$ cat src/hdl/fsand_pkg.sv
// Shared types, constants and control structs for the falling sand particle stepper.
// Used by the controller, the datapath and the top level; depends on nothing else.
package fsand_pkg;

  localparam int PARTICLE_COUNT = 1024;
  localparam int COORD_BITS     = 12;
  localparam int IDX_W          = 10;
  localparam int ADDR_W         = $clog2(PARTICLE_COUNT);
  localparam int MEM_W          = 2 * COORD_BITS + 1;
  localparam int CELL_W         = 4;
  localparam int LIMIT_W        = 12;
  localparam int CFG_W          = 12;
  localparam int CFG_IDX_W      = 1;
  localparam int EXT_W          = ((COORD_BITS > LIMIT_W) ? COORD_BITS : LIMIT_W) + 1;
  localparam int MOVE_W         = 2;

  localparam logic [CELL_W-1:0]  CELL_SIZE_RST   = CELL_W'(3);
  localparam logic [LIMIT_W-1:0] FLOOR_LIMIT_RST = LIMIT_W'(170);

  localparam logic signed [EXT_W-1:0] COORD_MAX_E = EXT_W'((64'sd1 <<< (COORD_BITS - 1)) - 1);
  localparam logic signed [EXT_W-1:0] COORD_MIN_E = EXT_W'(-(64'sd1 <<< (COORD_BITS - 1)));

  localparam logic OP_LOAD = 1'b0;
  localparam logic OP_STEP = 1'b1;

  localparam logic [MOVE_W-1:0] MOVE_STAY  = 2'd0;
  localparam logic [MOVE_W-1:0] MOVE_FALL  = 2'd1;
  localparam logic [MOVE_W-1:0] MOVE_RIGHT = 2'd2;
  localparam logic [MOVE_W-1:0] MOVE_LEFT  = 2'd3;

  localparam logic [CFG_IDX_W-1:0] CFG_CELL_SIZE   = CFG_IDX_W'(0);
  localparam logic [CFG_IDX_W-1:0] CFG_FLOOR_LIMIT = CFG_IDX_W'(1);

  typedef struct packed {
    logic                         op;
    logic [IDX_W-1:0]             particle_index;
    logic signed [COORD_BITS-1:0] load_x;
    logic signed [COORD_BITS-1:0] load_y;
    logic                         coin;
  } in_item_t;

  typedef struct packed {
    logic [IDX_W-1:0]             out_index;
    logic signed [COORD_BITS-1:0] new_x;
    logic signed [COORD_BITS-1:0] new_y;
    logic [MOVE_W-1:0]            move;
  } out_item_t;

  typedef struct packed {
    logic accept;
    logic clr_write;
    logic rd_self;
    logic latch_self;
    logic scan_rd;
    logic cnt_clear;
    logic cnt_inc;
    logic finish;
  } cmd_t;

  typedef struct packed {
    logic is_step;
    logic self_valid;
    logic cnt_last;
    logic out_free;
  } sts_t;

endpackage

$ cat src/hdl/fsand_ctrl.sv
// Sequencer for the particle stepper: clearing pass, item dispatch, table scan and finish.
// Depends on fsand_pkg for the command and status structs.
module fsand_ctrl (
  input  logic              clk,
  input  logic              rst_n,
  input  logic              in_valid,
  output logic              in_stall,
  input  fsand_pkg::sts_t   sts,
  output fsand_pkg::cmd_t   cmd
);
  import fsand_pkg::*;

  typedef enum logic [2:0] {
    ST_CLEAR,
    ST_IDLE,
    ST_DISPATCH,
    ST_CHK_SELF,
    ST_SCAN,
    ST_SCAN_TAIL,
    ST_FINISH
  } state_t;

  state_t state_r, state_nxt;

  always_ff @(posedge clk) begin
    if (!rst_n) begin
      state_r <= ST_CLEAR;
    end else begin
      state_r <= state_nxt;
    end
  end

  always_comb begin
    state_nxt = state_r;
    cmd       = '0;
    in_stall  = 1'b1;
    case (state_r)
      ST_CLEAR: begin
        cmd.clr_write = 1'b1;
        cmd.cnt_inc   = 1'b1;
        if (sts.cnt_last) begin
          state_nxt = ST_IDLE;
        end
      end
      ST_IDLE: begin
        in_stall = 1'b0;
        if (in_valid) begin
          cmd.accept = 1'b1;
          state_nxt  = ST_DISPATCH;
        end
      end
      ST_DISPATCH: begin
        if (sts.is_step) begin
          cmd.rd_self = 1'b1;
          state_nxt   = ST_CHK_SELF;
        end else begin
          state_nxt = ST_FINISH;
        end
      end
      ST_CHK_SELF: begin
        cmd.latch_self = 1'b1;
        cmd.cnt_clear  = 1'b1;
        state_nxt      = sts.self_valid ? ST_SCAN : ST_FINISH;
      end
      ST_SCAN: begin
        cmd.scan_rd = 1'b1;
        cmd.cnt_inc = 1'b1;
        if (sts.cnt_last) begin
          state_nxt = ST_SCAN_TAIL;
        end
      end
      ST_SCAN_TAIL: begin
        state_nxt = ST_FINISH;
      end
      ST_FINISH: begin
        if (sts.out_free) begin
          cmd.finish = 1'b1;
          state_nxt  = ST_IDLE;
        end
      end
      default: begin
        state_nxt = ST_IDLE;
      end
    endcase
  end

endmodule

$ cat config.mk
export PLATFORM = sky130hd
export DESIGN_NAME = fsand_ctrl
export DESIGN_NICKNAME = d
export VERILOG_FILES = /design/src/hdl/fsand_pkg.sv /design/src/hdl/fsand_ctrl.sv
export SDC_FILE = /design/constraint.sdc
export NUM_CORES = 1
export LEC_CHECK = 0
export ABC_AREA = 1
export BUFFER_PORTS_ARGS = -buffer_cell sky130_fd_sc_hd__buf_2
export CAP_MARGIN = 20
export CORE_AREA = 2 2 39 41
export CTS_CLUSTER_DIAMETER = 40
export DETAILED_ROUTE_END_ITERATION = 7
export DIE_AREA = 0 0 41 43
export PLACE_DENSITY_LB_ADDON = 0.3
export SLEW_MARGIN = 0
export SYNTH_ARGS = -nofsm -noshare
export SYNTH_HDL_FRONTEND = slang
export SYNTH_SLANG_ARGS = --single-unit
$ cat constraint.sdc
create_clock -name clk -period 1.09 [get_ports clk]
set_clock_uncertainty 0.1 [all_clocks]
set_input_delay 0.109 -clock clk [delete_from_list [all_inputs] [get_ports clk]]
set_output_delay 0.109 -clock clk [all_outputs]
set_load 0.01 [all_outputs]
* Yosys cells after proc, flatten, opt, wreduce, memory -nomap -nowiden
Cells that the tools add are included.
** Storage, ports and cells
- Word-level logic and storage cells :: 32
- Flip-flop bits (word level) :: 3
** Operators by class
- Eq/ne operators :: 10
- Multiplexer cells :: 18
- Reductions and logical operators :: 3
** Operators by type and width (number)
- 3-bit case mux with 7 select lines :: 1
- 3-bit two-way mux :: 5
- 1-bit two-way mux :: 11
- 3-bit equality test, second input constant :: 3
- 2-bit != test, second input constant :: 4
- 3-bit by 2-bit equality test with 1-bit output, second input constant :: 2
- 4-bit AND reduction :: 1
- 3-bit by 1-bit equality test with 1-bit output, second input constant :: 1
- 3-bit logical NOT :: 1
- 2-bit two-way mux :: 1
- 2-bit OR reduction :: 1

* Longest topological paths before layout
Gate-level depths: netlist of run 1.
- Depth in word-level cells :: 3
- Depth in mapped cells :: 6

* Worst setup path before layout of run 1
Ideal clock, no wire load.
- Path type :: reg2out
- From :: reg state_r[1]
- To :: out cmd[4] (netlist name)
- Cell stages (with the launch flop) :: 6
- Path slack :: -0.062 ns
- Arrival time :: 0.943 ns
- Required time :: 0.881 ns
- Buffers on the path :: 1
- Path through :: dfxtp_1 -> inv_1 -> nor2_2 -> inv_1 -> nor2_1 -> buf_4
** RTL lines
- start, declared :: line fsand_ctrl.sv:23 : state_t state_r, state_nxt;
- start signal, assigned :: line fsand_ctrl.sv:29 : state_r <= state_nxt;
- end, declared :: line fsand_ctrl.sv:9 : output fsand_pkg::cmd_t cmd

==> flow_summary.ini, run 1 <==
[status]
status = finished with violations
violations = negative setup slack

[timing]
period_minus_slack_ns = 1.258
max_freq_mhz = 795.2
worst_pin_slew_ns = 0.1603
period_share_pct = 115.4
relSlewSlack_pct = 89.23
whs_ns = 0.03487
rsz0062_at_grt = yes
setup_viol = 11
hold_violations = 0
fin_ws_ns = -0.1675
fin_tns_setup_ns = -1.130
maxSlewViolCount = 0

[worst_setup_path]
crit_type = reg -> out
rr_worst_depth = 8
crit_required_ns = 0.88
worstSetupEndpointType = output port
critical_path_arrival_ns = 1.05
path_max_fanout = 5
start_kind = flop

[logic_synthesis]
syn_area_per_cell_um2 = 5.304
synth_top_area_share_pct = 24.62
synthesis.nets = 53
synthArstFlopShare_pct = 0
synth_cell_types = 12
synth_edf_count = 0
ys.flop_type = dfxtp_1
yosysMostFrequentCell = inv_1
syn_area_um2 = 244.0
synth_warnings = 0
synth-seq-area-share_pct = 24.62
syn_inst = 46
synthTopCellsByCount = inv_1 (12), nor2_1 (11), nand2_1 (8), dfxtp_1 (3)
ys_ff_latch = 3
netlist.top_cell.by_area = dfxtp_1
netlist_top_cells_area = dfxtp_1 (25%), inv_1 (18%), nor2_1 (17%), nand2_1 (12%), nand4_1 (5.1%)

[cts]
clkTransAtPathRegs_ns = 0.04
cts_hold_buf = 0
cts_tree = yes
clock_path_buffers = 2
htree_levels = 1
clock-root-buffer = clkbuf_4
cts.sinks = 3
cts_made_buffers = 3
insertion_delay_ns = 0.23

[placed_design]
portBuffers = 15
placedCellCount = 78
placed_area_um2 = 349.1
place_hpwl_um = 525.2
place_ws_ns = -0.01751
place_congestion = 0.6907

[drt]
drt_wl_total_um = 680
drt_iter0_markers = 3
drt_pre_antenna_iters = 4
wl_per_cell_um = 7.907
dr_total_vias = 347
postRouteAntennaNets = 0
via_per_inst = 4.035
drcViolationCount = 0

[floorplanning]
die_h_um = 43
rows = 14
core_area_um2 = 1384
dieArea_um2 = 1763
ios = 16
initial_core_util_pct = 17.63
dieWidth_um = 41

[finish]
nFillCells = 164
n_antenna_cell = 0
reg_top3 = state_r: 3 flops
fin_area_um2 = 440.4
largest-register = state_r
finalNonFillerCells = 86
area_delta_synth_final_pct = 80.51
post_route_cells_drive_above_1_share_pct = 55.71
post-route-util_pct = 31.83
largest_register_ffs = 3
final_net_count = 78

[hold_path]
holdPathStages = 3
hp-class = in -> reg

[power_and_ir_drop]
ir_worst_vdd_mv = 0.4538
power.internal_uw = 443.6
power.density_nw_per_um2 = 1649
clkPwrFrac_pct = 26.9
p_leak_nw = 0.2505
p_sw_uw = 282.8
p_seq_share_pct = 24.1
p_comb_share_pct = 49.0
total_power_uw = 726.4
switching_share_pct = 38.93

[global_routing]
track_usage_pct = 9.127
gr-total-overflow = 0
grt_pass1_vias = 311
grt_pass1_wl_mm = 1.048
antenna_found_initial = 0
grt_start_max_net_pins = 6

[job]
maxCapViolations = 0
kinds of logic after synthesis:
| logic type | share of synthesized area (%) |
|---|---|
| AO/OA/AOI/OAI | 6.668 |
| buffers and inverters | 23.08 |
| flip-flops | 24.62 |
| AND/OR/NAND/NOR | 45.64 |
power by group through the flow:
stage	sequential (mW)	combinational (mW)	clock (mW)
floorplan	0.154	0.189	0
global placement	0.157	0.308	0
detailed placement	0.158	0.308	0
CTS	0.163	0.360	0.201
global route	0.177	0.400	0.212
finish	0.175	0.356	0.196
timing repair:
action | 4_1_cts | 5_1_grt
endpoints found under the setup margin | 10 | 12
resized for setup | 9 | 8
pin swaps | 2 | 1
buffers inserted | 4 | 1
path summary, 6_finish.rpt:
check	start	to	slack [ns]
max reg2reg	state_r[1]	state_r[2]	-0.08
min	rst_n	state_r[2]	0.03
min reg2reg	state_r[1]	state_r[0]	0.54
max	state_r[0]	cmd[7]	-0.17
critical path: stages, from the launching register on:
cell and delay (ns):
dfxtp_4 0.37, inv_2 0.06, nor2_2 0.11, nand2_1 0.08, nor2_1 0.08, buf_2 0.13
metal layers:
metal  track usage (%)  up-vias  wire length (µm)
li1                  -      183                 -
met1             6.410      153               262
met4             8.000        0                 0
met2             16.25       11               368
met5                 0        -                 0
met3             3.665        0                49
final cells by class:
cell class                      instances  area [µm²]  area share [%]
Multi-Input combinational cell         29       145.1           32.95
Timing Repair Buffer                   21       126.4           28.69
Sequential cell                         3       71.32           16.19
Inverter                               13       51.30           11.65
Clock buffer                            4       26.28           5.966
Tap cell                               16       20.02           4.545
cell usage in the layout (no fill, tap or decap):
cell type and count:
nand2_2 1, a31oi_1 1, nor2_1 7, nor2_4 1, a21oi_1 2, clkbuf_1 1, buf_4 6, nand3_1 2
nor3_1 1, clkbuf_4 3, inv_1 8, nand4_1 2, nor2_2 5, nand2_1 7, buf_6 1, buf_2 14
inv_2 4, dfxtp_4 3, inv_4 1
Power figures use the tool's default switching activity.
==> inputs of run 2 (changes only) <==
CTS_BUF_LIST = sky130_fd_sc_hd__clkbuf_8   (was default)
==> flow_summary.ini, run 2 (synthesized netlist as in run 1, its figures left out) <==
[drt]
drt_wl_total_um = 702
dr_total_vias = 340
wl_per_cell_um = 8.163
drcViolationCount = 0
postRouteAntennaNets = 0
drt_iter0_markers = 6
drt_pre_antenna_iters = 4
via_per_inst = 3.953

[global_routing]
grt_pass1_vias = 306
track_usage_pct = 9.127
gr-total-overflow = 0
grt_start_max_net_pins = 6
grt_pass1_wl_mm = 1.048
antenna_found_initial = 0

[cts]
htree_levels = 1
cts_hold_buf = 0
cts_tree = yes
cts.sinks = 3
cts_made_buffers = 3
insertion_delay_ns = 0.22
clock_path_buffers = 2
clock-root-buffer = clkbuf_8
clkTransAtPathRegs_ns = 0.03

[finish]
area_delta_synth_final_pct = 80.51
reg_top3 = state_r: 3 flops
nFillCells = 165
fin_area_um2 = 440.4
largest_register_ffs = 3
layout_common_cells = buf_2 (15), inv_1 (10), nor2_1 (10)
post_route_cells_drive_above_1_share_pct = 51.43
largest-register = state_r
layout_commonest_cell = buf_2
n_antenna_cell = 0
final_net_count = 78

[timing]
period_share_pct = 113.5
relSlewSlack_pct = 87.35
maxSlewViolCount = 0
period_minus_slack_ns = 1.238
hold_violations = 0
setup_viol = 12
worst_pin_slew_ns = 0.1890
rsz0062_at_grt = yes
max_freq_mhz = 808.0
fin_ws_ns = -0.1476

[power_and_ir_drop]
power.density_nw_per_um2 = 1919
ir_worst_vdd_mv = 0.4746
total_power_uw = 845.0
p_leak_nw = 0.2630

[status]
status = finished with violations
violations = negative setup slack

[job]
maxCapViolations = 0

[hold_path]
hp-start = rst_n
hp-class = in -> reg
holdPathStages = 3
hold_end = state_r[2]

[worst_setup_path]
crit_required_ns = 0.88
critical_path_arrival_ns = 1.03
worst_r2r_startpoint = state_r[1]
r2r_end = state_r[2]
crit_type = reg -> out
r2r_slack_ns = -0.09
start_kind = flop
worstSetupEndpointType = output port
rr_worst_depth = 8
path_max_fanout = 4

[floorplanning]
rows = 14
die_h_um = 43
core_area_um2 = 1384
dieWidth_um = 41
dieArea_um2 = 1763
initial_core_util_pct = 17.63
ios = 16

[placed_design]
place_congestion = 0.6907
placed_area_um2 = 349.1
place_hpwl_um = 525.2
portBuffers = 15
## run 2: power breakdown
part           switching (mW)  internal [mW]
registers              0.0283          0.136
clock network          0.0735          0.240
logic                   0.194          0.174
## run 2: layer usage
metal | wire [µm] | track usage [%]
met3 | 56 | 3.665
met1 | 271 | 6.731
met4 | 12 | 8.000
met5 | 0 | 0
met2 | 362 | 15.94
## run 2: area by class of cell
type,count,area [µm²],share of cell area [%]
Clock buffer,3,41.29,9.375
Clock inverter,1,3.754,0.8523
Inverter,13,48.80,11.08
Multi-Input combinational cell,29,140.1,31.82
Sequential cell,3,66.31,15.06
Tap cell,16,20.02,4.545
Timing Repair Buffer,21,120.1,27.27
## run 2: stage by stage
step	utilization, %	std cells	setup TNS [ns]	worst slack, ns	hold slack [ns]
after floorplan	-	46	0	0.006652	0.1595
after global placement	25.23	78	-0.007297	-0.007297	0.2694
after detailed placement	25.23	78	-0.01751	-0.01751	0.2807
after CTS	31.28	85	-1.246	-0.1500	0.05771
after global routing	31.83	86	-1.900	-0.2046	0.06718
final	31.83	86	-1.148	-0.1476	0.05280
## run 2: critical path, cell delays in order (launching register included)
cell	delay, ns
dfxtp_2	0.33
nor2_1	0.12
buf_4	0.13
inv_2	0.03
nor2_1	0.08
buf_2	0.13
## run 2: what timing repair did
action / 4_1_cts / 5_1_grt
setup buffers: 3 / 1
pin swaps: 6 / 1
resized for setup: 10 / 0
setup endpoints to repair: 11 / 12
## run 2: how the worst max path moves through the flow
stage	startpoint	endpoint	cells past startpoint
after floorplan	state_r[1]	cmd[4]	5
after global placement	state_r[1]	state_r[0]	6
after detailed placement	state_r[1]	state_r[0]	6
after CTS	state_r[0]	cmd[7]	5
after global routing	state_r[1]	cmd[2]	5
final	state_r[1]	cmd[6]	5
